--- config.mk ---
export PLATFORM = sky130hd
export DESIGN_NAME = sorted_queue_merge_flat
export DESIGN_NICKNAME = d
export VERILOG_FILES = /design/src/sqm_pkg.sv /design/src/sqm_if.sv /design/src/sorted_queue_merge.sv /design/src/flat_wrapper.sv
export SDC_FILE = /design/constraint.sdc
export NUM_CORES = 1
export LEC_CHECK = 0
export BUFFER_PORTS_ARGS = -buffer_cell sky130_fd_sc_hd__buf_2
export CAP_MARGIN = 5
export CELL_PAD_IN_SITES_DETAIL_PLACEMENT = 0
export CELL_PAD_IN_SITES_GLOBAL_PLACEMENT = 1
export CORE_AREA = 2 2 407 369
export CTS_CLUSTER_DIAMETER = 150
export DETAILED_ROUTE_END_ITERATION = 16
export DIE_AREA = 0 0 409 371
export PLACE_DENSITY = 0.58
export SETUP_SLACK_MARGIN = 0.2
export SYNTH_ARGS = -nofsm -noshare
export SYNTH_HDL_FRONTEND = slang
export SYNTH_SLANG_ARGS = --single-unit
--- constraint.sdc ---
create_clock -name clk -period 4.35 [get_ports clk]
set_input_delay 0.87 -clock clk [delete_from_list [all_inputs] [get_ports clk]]
set_output_delay 0.87 -clock clk [all_outputs]
set_load 0.005 [all_outputs]
--- src/sqm_pkg.sv ---
package sqm_pkg;

  localparam int QUEUE_DEPTH = 16;
  localparam int IDX_W  = (QUEUE_DEPTH > 1) ? $clog2(QUEUE_DEPTH) : 1;
  localparam int FILL_W = $clog2(QUEUE_DEPTH + 1);
  localparam int WORD_W = 32;
  localparam int OP_W   = 2;

  localparam logic [OP_W-1:0] OP_PUSH_A = 2'd0;
  localparam logic [OP_W-1:0] OP_PUSH_B = 2'd1;
  localparam logic [OP_W-1:0] OP_MERGE  = 2'd2;

  localparam logic [FILL_W-1:0] DEPTH_F = FILL_W'(QUEUE_DEPTH);

  typedef enum logic [1:0] {
    ST_IDLE,
    ST_READ,
    ST_PICK,
    ST_NONE
  } state_t;

  // (head + fill) mod depth, sum stays below twice the depth
  function automatic logic [IDX_W-1:0] tail_idx(input logic [IDX_W-1:0] head,
                                                input logic [FILL_W-1:0] fill);
    logic [FILL_W:0] sum;
    sum = (FILL_W+1)'(head) + (FILL_W+1)'(fill);
    if (sum >= (FILL_W+1)'(QUEUE_DEPTH)) begin
      sum = sum - (FILL_W+1)'(QUEUE_DEPTH);
    end
    return sum[IDX_W-1:0];
  endfunction

  function automatic logic [IDX_W-1:0] next_idx(input logic [IDX_W-1:0] head);
    logic [IDX_W-1:0] nxt;
    if ((FILL_W+1)'(head) == (FILL_W+1)'(QUEUE_DEPTH - 1)) begin
      nxt = '0;
    end else begin
      nxt = head + IDX_W'(1);
    end
    return nxt;
  endfunction

endpackage

--- src/sqm_if.sv ---
interface sqm_in_if;
  logic                              valid;
  logic                              ready;
  logic [sqm_pkg::OP_W-1:0]          operation;
  logic signed [sqm_pkg::WORD_W-1:0] value;

  modport source (output valid, output operation, output value, input ready);
  modport sink   (input valid, input operation, input value, output ready);
endinterface

interface sqm_out_if;
  logic                              valid;
  logic                              ready;
  logic signed [sqm_pkg::WORD_W-1:0] merged_value;
  logic                              last;
  logic                              nothing_merged;

  modport source (output valid, output merged_value, output last, output nothing_merged,
                  input ready);
  modport sink   (input valid, input merged_value, input last, input nothing_merged,
                  output ready);
endinterface

--- src/sorted_queue_merge.sv ---
// channel   dir  handshake        payload
// in_ch     in   valid / ready    operation[1:0], value[31:0] signed
// out_ch    out  valid / ready    merged_value[31:0] signed, last, nothing_merged
//
// a push request is taken in the idle state; requests are taken only between merges
// a merge handles each word in two steps: one queue memory read, then one compare and pop
// a merge of two empty queues gives its single result from the none step, once the output is free
// synchronous active-low reset clears state, pointers, fills and the output valid flag
// a stalled output holds the merge in its pick or none step; pushes still wait for the merge end
module sorted_queue_merge (
  input  logic      clk,
  input  logic      rst_n,
  sqm_in_if.sink    in_ch,
  sqm_out_if.source out_ch
);
  import sqm_pkg::*;

  logic signed [WORD_W-1:0] mem_a [QUEUE_DEPTH];
  logic signed [WORD_W-1:0] mem_b [QUEUE_DEPTH];
  logic signed [WORD_W-1:0] rd_a_r, rd_b_r;

  state_t             state_r, state_nxt;
  logic [IDX_W-1:0]   head_a_r, head_a_nxt, head_b_r, head_b_nxt;
  logic [FILL_W-1:0]  fill_a_r, fill_a_nxt, fill_b_r, fill_b_nxt;

  logic                     out_valid_r, out_valid_nxt;
  logic signed [WORD_W-1:0] out_value_r, out_value_nxt;
  logic                     out_last_r, out_last_nxt;
  logic                     out_none_r, out_none_nxt;

  logic in_acc, out_free, take_a, wr_a, wr_b;
  logic [FILL_W:0] total;

  assign in_ch.ready           = (state_r == ST_IDLE);
  assign in_acc                = in_ch.valid && in_ch.ready;
  assign out_free              = !out_valid_r || out_ch.ready;
  assign out_ch.valid          = out_valid_r;
  assign out_ch.merged_value   = out_value_r;
  assign out_ch.last           = out_last_r;
  assign out_ch.nothing_merged = out_none_r;

  assign wr_a  = in_acc && (in_ch.operation == OP_PUSH_A) && (fill_a_r < DEPTH_F);
  assign wr_b  = in_acc && (in_ch.operation == OP_PUSH_B) && (fill_b_r < DEPTH_F);
  assign total = (FILL_W+1)'(fill_a_r) + (FILL_W+1)'(fill_b_r);

  always_comb begin
    if (fill_a_r == '0) begin
      take_a = 1'b0;
    end else if (fill_b_r == '0) begin
      take_a = 1'b1;
    end else begin
      take_a = (rd_a_r <= rd_b_r);
    end
  end

  // queue storage
  always_ff @(posedge clk) begin
    if (wr_a) begin
      mem_a[tail_idx(head_a_r, fill_a_r)] <= in_ch.value;
    end
    if (wr_b) begin
      mem_b[tail_idx(head_b_r, fill_b_r)] <= in_ch.value;
    end
    rd_a_r <= mem_a[head_a_r];
    rd_b_r <= mem_b[head_b_r];
  end

  always_ff @(posedge clk) begin
    if (!rst_n) begin
      state_r     <= ST_IDLE;
      head_a_r    <= '0;
      head_b_r    <= '0;
      fill_a_r    <= '0;
      fill_b_r    <= '0;
      out_valid_r <= 1'b0;
    end else begin
      state_r     <= state_nxt;
      head_a_r    <= head_a_nxt;
      head_b_r    <= head_b_nxt;
      fill_a_r    <= fill_a_nxt;
      fill_b_r    <= fill_b_nxt;
      out_valid_r <= out_valid_nxt;
    end
  end

  always_ff @(posedge clk) begin
    out_value_r <= out_value_nxt;
    out_last_r  <= out_last_nxt;
    out_none_r  <= out_none_nxt;
  end

  always_comb begin
    state_nxt     = state_r;
    head_a_nxt    = head_a_r;
    head_b_nxt    = head_b_r;
    fill_a_nxt    = fill_a_r;
    fill_b_nxt    = fill_b_r;
    out_valid_nxt = out_valid_r && !out_ch.ready;
    out_value_nxt = out_value_r;
    out_last_nxt  = out_last_r;
    out_none_nxt  = out_none_r;

    unique case (state_r)
      ST_IDLE: begin
        if (wr_a) begin
          fill_a_nxt = fill_a_r + FILL_W'(1);
        end
        if (wr_b) begin
          fill_b_nxt = fill_b_r + FILL_W'(1);
        end
        if (in_acc && (in_ch.operation == OP_MERGE)) begin
          state_nxt = (total == '0) ? ST_NONE : ST_READ;
        end
      end
      ST_READ: begin
        state_nxt = ST_PICK;
      end
      ST_PICK: begin
        if (out_free) begin
          out_valid_nxt = 1'b1;
          out_none_nxt  = 1'b0;
          out_last_nxt  = (total == (FILL_W+1)'(1));
          if (take_a) begin
            out_value_nxt = rd_a_r;
            head_a_nxt    = next_idx(head_a_r);
            fill_a_nxt    = fill_a_r - FILL_W'(1);
          end else begin
            out_value_nxt = rd_b_r;
            head_b_nxt    = next_idx(head_b_r);
            fill_b_nxt    = fill_b_r - FILL_W'(1);
          end
          state_nxt = (total == (FILL_W+1)'(1)) ? ST_IDLE : ST_READ;
        end
      end
      ST_NONE: begin
        if (out_free) begin
          out_valid_nxt = 1'b1;
          out_value_nxt = '0;
          out_last_nxt  = 1'b1;
          out_none_nxt  = 1'b1;
          state_nxt     = ST_IDLE;
        end
      end
      default: begin
        state_nxt = ST_IDLE;
      end
    endcase
  end

  a_fill_bound: assert property (@(posedge clk) disable iff (!rst_n)
    (fill_a_r <= DEPTH_F) && (fill_b_r <= DEPTH_F))
    else $error("queue fill beyond depth");

  a_pick_nonempty: assert property (@(posedge clk) disable iff (!rst_n)
    (state_r == ST_PICK) |-> (total != '0))
    else $error("pick step with both queues empty");

  a_empty_merge: assert property (@(posedge clk) disable iff (!rst_n)
    (in_acc && (in_ch.operation == OP_MERGE) && (total == '0)) |=> (state_r == ST_NONE))
    else $error("empty merge not flagged");

  a_none_is_last: assert property (@(posedge clk) disable iff (!rst_n)
    (out_valid_r && out_none_r) |-> out_last_r)
    else $error("empty merge result not marked last");

  a_drained: assert property (@(posedge clk) disable iff (!rst_n)
    (state_r == ST_PICK && out_free && total == (FILL_W+1)'(1)) |=>
      (fill_a_r == '0 && fill_b_r == '0 && state_r == ST_IDLE))
    else $error("queues not drained after last result");

endmodule
--- src/flat_wrapper.sv ---
// flat-port wrapper written by rule: the top's interface ports become plain ports
module sorted_queue_merge_flat import sqm_pkg::*;
  (clk, rst_n, in_ch_valid, in_ch_operation, in_ch_value, in_ch_ready, out_ch_valid, out_ch_merged_value, out_ch_last, out_ch_nothing_merged, out_ch_ready);
  sqm_in_if in_ch_i ();
  sqm_out_if out_ch_i ();
  input  logic clk;
  input  logic rst_n;
  input wire logic [$bits(in_ch_i.valid)-1:0] in_ch_valid;
  input wire logic [$bits(in_ch_i.operation)-1:0] in_ch_operation;
  input wire logic [$bits(in_ch_i.value)-1:0] in_ch_value;
  output wire logic [$bits(in_ch_i.ready)-1:0] in_ch_ready;
  output wire logic [$bits(out_ch_i.valid)-1:0] out_ch_valid;
  output wire logic [$bits(out_ch_i.merged_value)-1:0] out_ch_merged_value;
  output wire logic [$bits(out_ch_i.last)-1:0] out_ch_last;
  output wire logic [$bits(out_ch_i.nothing_merged)-1:0] out_ch_nothing_merged;
  input wire logic [$bits(out_ch_i.ready)-1:0] out_ch_ready;
  assign in_ch_i.valid = in_ch_valid;
  assign in_ch_i.operation = in_ch_operation;
  assign in_ch_i.value = in_ch_value;
  assign in_ch_ready = in_ch_i.ready;
  assign out_ch_valid = out_ch_i.valid;
  assign out_ch_merged_value = out_ch_i.merged_value;
  assign out_ch_last = out_ch_i.last;
  assign out_ch_nothing_merged = out_ch_i.nothing_merged;
  assign out_ch_i.ready = out_ch_ready;
  sorted_queue_merge u_core (.clk(clk), .rst_n(rst_n), .in_ch(in_ch_i), .out_ch(out_ch_i));
endmodule
Word-level counts from Yosys, hierarchy flattened:

Memories as Yosys holds them, arrays and structs flattened. A register that Yosys moved wholly into a read port is not among the register bits.
Index checks and enable logic that the tools add are counted.

* memory bits (writable): 1024
* word-level logic and storage cells: 104
* output and inout port bits: 36
* bits in registers: 55
* bits of input ports: 38
* memories kept: 2

* bitwise logic cells: 1
* mux-type cells: 37
* reduce and logical (&&, ||, !) cells: 24
* $add $sub $neg: 11
* $lt $le $gt $ge: 5
* equality and inequality tests: 15

Memories
* u_core.mem_a: words 16, width 32, rd ports 1, clocked after Yosys merged registers in 1, wr ports 1, line sorted_queue_merge.sv:18 `logic signed [WORD_W-1:0] mem_a [QUEUE_DEPTH];`
* u_core.mem_b: words 16, width 32, rd ports 1, clocked after Yosys merged registers in 1, wr ports 1, line sorted_queue_merge.sv:19 `logic signed [WORD_W-1:0] mem_b [QUEUE_DEPTH];`

Operator list (count)
* 2-to-1 mux 32 bit: 3
* case mux 32 bit (2 select lines): 1
* <= comparator 32 bit: 1
* 2-to-1 mux 5 bit: 6
* 2-to-1 mux 4 bit: 6
* case mux 5 bit (2 select lines): 2
* adder 4 x 5 -> 6 bit: 2
* greater-or-equal comparator 6 x 5 -> 1 bit (second input constant): 2
* 2-to-1 mux 1 bit: 12
* AND reduction 3 bit: 4
* adder 5 x 1 -> 5 bit (second input constant): 2
* zero test 5 bit: 2
* less-than comparator 5 bit (second input constant): 2
* subtractor 5 x 1 -> 5 bit (second input constant): 2
* adder 4 x 1 -> 4 bit (second input constant): 2
* == test 4 bit (second input constant): 2
* 2-to-1 mux 2 bit: 4
* inequality test 2 bit (second input constant): 4
* case mux 2 bit (4 select lines): 1
* AND reduction 4 bit: 2
* subtractor 4 x 1 -> 4 bit (second input constant): 2
* logical AND 1 bit: 7
* adder 5 x 5 -> 6 bit: 1
* == test 2 bit (second input constant): 3
* other kinds (11): 18

Longest topological paths before layout:

* depth after elaboration: 6
* depth in mapped cells: 11
* depth with buffers taken out: 10

Worst setup path before layout:

OpenSTA, ideal clock, no wires.

* path kind: register to register
* from: register u_core.head_b_r[1]
* to: memory u_core.mem_b[6][0] (enable)
* arrival time: 3467 ps
* stages on the path, launching flop included: 8
* period minus slack after synthesis: 3888 ps
* buffers on the path: 3
* data required time: 3929 ps
* slack: 462 ps
* library setup time: 421 ps
* cells stage by stage: dfxtp_1 > clkbuf_1 > clkbuf_1 > clkbuf_1 > inv_1 > fa_1 > or3_1 > nor2_1

* word-level cells in the longest chain between the ends: 4
* elaborated cells on any way between the ends: 5
* those cells by class: add/sub (2); order compare (1); mux (2)

Ends and longest elaborated chain
* start: declaration: line sorted_queue_merge.sv:23 `logic [IDX_W-1:0] head_a_r, head_a_nxt, head_b_r, head_b_nxt;`
* start signal: assignment: line sorted_queue_merge.sv:79 `head_b_r <= head_b_nxt;`
* adder 4 x 5 -> 6 bit (*): line sqm_pkg.sv:26 `sum = (FILL_W+1)'(head) + (FILL_W+1)'(fill);`
* greater-or-equal comparator 6 x 5 -> 1 bit / subtractor 4 x 1 -> 4 bit (equally long branches): line sqm_pkg.sv:27, sqm_pkg.sv:28
* 2-to-1 mux 4 bit (*): line sqm_pkg.sv:27 `if (sum >= (FILL_W+1)'(QUEUE_DEPTH)) begin`
* 2-to-1 mux 4 bit (*): line sorted_queue_merge.sv:61 `if (wr_b) begin`
* end: declaration: line sorted_queue_merge.sv:19

Mark *: on every way between the ends. The rest lies on a longest branch, timed or not. The select of a mux whose other input is x is not followed.

Worst setup path after layout:

* from: register u_core.rd_b_r[31] (read register of u_core.mem_b)
* to: register u_core.out_value_r[23] (netlist: u_core.out_ch.merged_value[23]), data pin

* word-level cells in the longest chain between the ends: 6

Ends and longest elaborated chain
* start: declaration: line sorted_queue_merge.sv:20 `logic signed [WORD_W-1:0] rd_a_r, rd_b_r;`
* <= comparator 32 bit: line sorted_queue_merge.sv:52 `take_a = (rd_a_r <= rd_b_r);`
* 2-to-1 mux 1 bit: line sorted_queue_merge.sv:49 `end else if (fill_b_r == '0) begin`
* 2-to-1 mux 1 bit: line sorted_queue_merge.sv:47 `if (fill_a_r == '0) begin`
* 2-to-1 mux 32 bit: line sorted_queue_merge.sv:123 `if (take_a) begin`
* 2-to-1 mux 32 bit: line sorted_queue_merge.sv:119 `if (out_free) begin`
* case mux 32 bit (2 select lines): line sorted_queue_merge.sv:103 `unique case (state_r)`
* end signal: assignment: line sorted_queue_merge.sv:87 `out_value_r <= out_value_nxt;`
* end: declaration: line sorted_queue_merge.sv:27 `logic signed [WORD_W-1:0] out_value_r, out_value_nxt;`

No other way between the ends. The select of a mux whose other input is x is not followed.
A chain may end at the register's enable or synchronous reset.

==> summary.txt <==
Status
  – Status: finished, final reports clean

Floorplanning
  – Die area: around 0.15 mm^2
  – Core ar.: approximately 0.15 mm^2
  – Die width: slightly above 400 um
  – Die height: roughly 370 um
  – Number of core rows: approximately 130
  – Initial core utilization: between 20% and 30%
  – I/O Pins: 74

Pwr
  – PwrDens: around 490 mW/mm^2
  – Peak supply drop: a little over 0.3 mV
  – Overall power: 25.0 mW
  – Leakage: 15.7 nW

Critical path
  – Crit path to: u_core.out_ch.merged_value[23]$_SDFFCE_PP0P_
  – Worst r2r path cells: 9
  – Crit path launch type: flip-flop
  – CP Max Fanout: 39
  – CP arrival: roughly 4200 ps
  – R2R Path End: u_core.out_ch.merged_value[23]$_SDFFCE_PP0P_
  – Reg2reg setup slack: 610 ps
  – Critical path required time: between 4000 and 5000 ps
  – WS Path Type: reg -> reg
  – Worst setup path start: u_core.rd_b_r[31]$_DFF_P_
  – Element type at the critical path end: flip-flop
  – Launching point of the worst reg2reg path: u_core.rd_b_r[31]$_DFF_P_

Detailed routing
  – Via count: roughly 21,000
  – Iter 0 DRT Violations: between 2,000 and 2,500
  – Vias/cell: 4.97
  – DRT Pass-1 Iters: 5
  – Post-route ant nets: 0
  – Drt wl/cell: 25.9 um
  – Detailed Route WL: ~110,000 um
  – DRC Markers: 0

Global routing
  – Gr usage total: between 10 and 15%
  – Initial antenna violation count: 12
  – Vias in the first global route: roughly 22,000
  – Maximum number of pins on one net before global-route repair: around 130
  – First-pass GRT wire length: between 150,000 and 200,000 um
  – GRT overflow: 0

Synth
  – Post-synth top flop: edfxtp_1
  – Top cells by instance count after synthesis: 1,058 x edfxtp_1, 320 x mux4_2, 85 x dfxtp_1
  – Syn Nets: 2,095
  – Post-Syn Area per Cell: roughly 22 um^2
  – Multiplexer share of the synthesized area: between 10% and 20%
  – Yosys top cell area share: between 70% and 80%
  – Post-synthesis cell count: ~2,000
  – Synth Area in Adders: 1.68%
  – Most common cell in the synthesized netlist: edfxtp_1
  – Largest area contributor in the netlist: edfxtp_1
  – Number of synthesized register bits: about 1,100
  – Main combinational cell family by area after synthesis: multiplexers
  – Synth top area cells: edfxtp_1 72%, mux4_2 16%, dfxtp_1 3.9%
  – Distinct cell type count after synthesis: 64
  – YS warnings: 0
  – Synth Area in Simple Gates: approximately 1.9%
  – Compound-Gate Fraction of Synth Area: 1.96%
  – Synth Area in XOR/XNOR: 0.279%
  – Register area share after synthesis: 76.2%
  – Async set-reset flop share out of synthesis: 0%
  – Syn Std Cell Area: 0.0439 mm^2
  – Post-synth EDFFs: roughly 1,100

Placed design
  – Placed Cells: 4,012
  – Global placer's final weighted congestion: 0.823
  – Dpl ws: a little under 700 ps
  – Final HPWL DP: 63,200 um
  – Port buffer count: between 70 and 80
  – Dpl cell area: between 0.04 and 0.05 mm^2

Clocking
  – Post-CTS Hold Fix Bufs: 0
  – Root Driver: clkbuf_16
  – CTS tree: yes
  – CTS Sinks: around 1,100
  – H-tree depth: 3
  – TritonCTS Buffers: 113
  – Worst-Skew Late Latency: between 700 and 800 ps
  – Clock buffer depth: 3
  – Post-CTS Setup Inserts: 0
  – Clk slew on worst S/H paths: ~60 ps
  – Post-CTS resize count: 0

Finish
  – Fin util: 34.6%
  – Area Overhead vs Synth: 16.1%
  – Final Non-Filler Cells: around 4,200
  – Post-route cell area: 0.0510 mm^2
  – Final nets: approximately 2,200
  – Share of layout cells above drive strength 1: slightly below 30%

STA
  – Rel. slew slack: 29.7%
  – Final hold viol count: 0
  – Slew of the pin with the lowest slew margin: roughly 1100 ps
  – Setup-failing EPs final: 0
  – Clk_skew: slightly below 30 ps
  – Final Max Tran Viols: 0
  – Hold_ws: 480 ps
  – Fin crit share: roughly 86%
  – Unrepaired setup endpoints after global routing: false
  – Minimum clock period after layout: approximately 3700 ps
  – Fmax: 267 MHz
  – Setup TNS: 0 ps
  – Fin worst setup slack: ~610 ps

Min path
  – Worst min path class: in -> reg

Flow run
  – Maximum capacitance violations: 0
-- how the worst min path moves through the flow --
| stage | from | endpoint | slack [ps] | cells past startpoint |
|---|---|---|---|---|
| 3_3_place_gp | u_core.state_r[1]$_SDFFE_PN0P_ | u_core.out_ch.valid$_SDFF_PN0_ | 520 | 2 |
| 3_5_place_dp | u_core.state_r[1]$_SDFFE_PN0P_ | u_core.out_ch.valid$_SDFF_PN0_ | 550 | 2 |
| 6_report | out_ch_ready | u_core.out_ch.valid$_SDFF_PN0_ | 480 | 4 |
| 5_1_grt | out_ch_ready | u_core.out_ch.valid$_SDFF_PN0_ | 490 | 4 |
| 4_1_cts | out_ch_ready | u_core.out_ch.valid$_SDFF_PN0_ | 430 | 4 |
| 2_1_floorplan | u_core.fill_a_r[2]$_SDFFE_PN0P_ | u_core.fill_a_r[2]$_SDFFE_PN0P_ | 490 | 2 |
-- sequential cells by signal, indices dropped and copies added (netlist names), 5 cells and up --
register / flops
u_core.fill_a_r: 5
u_core.mem_b: 512
u_core.rd_b_r: 32
u_core.fill_b_r: 5
u_core.rd_a_r: 32
u_core.out_ch.merged_value: 32
u_core.mem_a: 512
-- layout by cell type, fill, tap and decap left out, types with 12 or more instances in the layout --
cell type,Yosys,final
a21oi_1,56,56
buf_12,0,18
buf_2,12,73
buf_4,3,47
clkbuf_1,60,37
clkbuf_16,0,115
clkinv_1,0,17
clkinv_2,0,19
dfxtp_1,85,77
edfxtp_1,1058,1058
ha_1,51,51
inv_1,48,47
mux4_2,320,320
nand2_1,39,38
nand3_1,42,42
nor2_1,44,12
nor2_4,0,32
o21ai_0,32,32
-- cell families (layout without fill, tap and decap cells) --
kind of cell	count (synthesis)	count (layout)
other cells	0	1
simple gates	172	172
compound gates	139	139
flops	1143	1143
xor+xnor	14	14
buf+inv	147	398
fa+ha+maj	56	56
mux	330	330
-- layer usage --
metal | track usage (%) | routed length, um | up-vias
met1 | 21.5 | 51300 | 11500
met3 | 2.71 | 6580 | 153
met5 | 0 | 62 | -
met2 | 21.8 | 49600 | 660
met4 | 3.31 | 2110 | 10
li1 | - | - | 8685
-- report_power, final --
| group | internal, mW | switching (mW) |
|---|---|---|
| Sequential | 12.4 | 0.258 |
| Combinational | 1.10 | 1.60 |
| Clock | 5.61 | 4.10 |
| Total | 19.1 | 5.95 |
-- layout make-up --
| class | instances | area, um^2 |
|---|---|---|
| well taps | 1972 | 2470 |
| clock buffers | 157 | 3090 |
| repair buffers | 138 | 1080 |
| multi-input cells | 711 | 10100 |
| inverters | 48 | 180 |
| diodes | 1 | 2.50 |
| fillers | 13600 | 96300 |
| flip-flops and latches | 1143 | 33500 |
| clock inverters | 55 | 599 |
-- critical path, cell delays in order (launching register included) --
cell and delay, ps:
dfxtp_1 320, inv_1 40, ha_1 360, and4_4 260, nand2_1 80, nor3_1 550
o31a_2 420, o31a_2 820, o21ai_0 190, a21oi_1 420
Power figures use the tool's default switching activity.
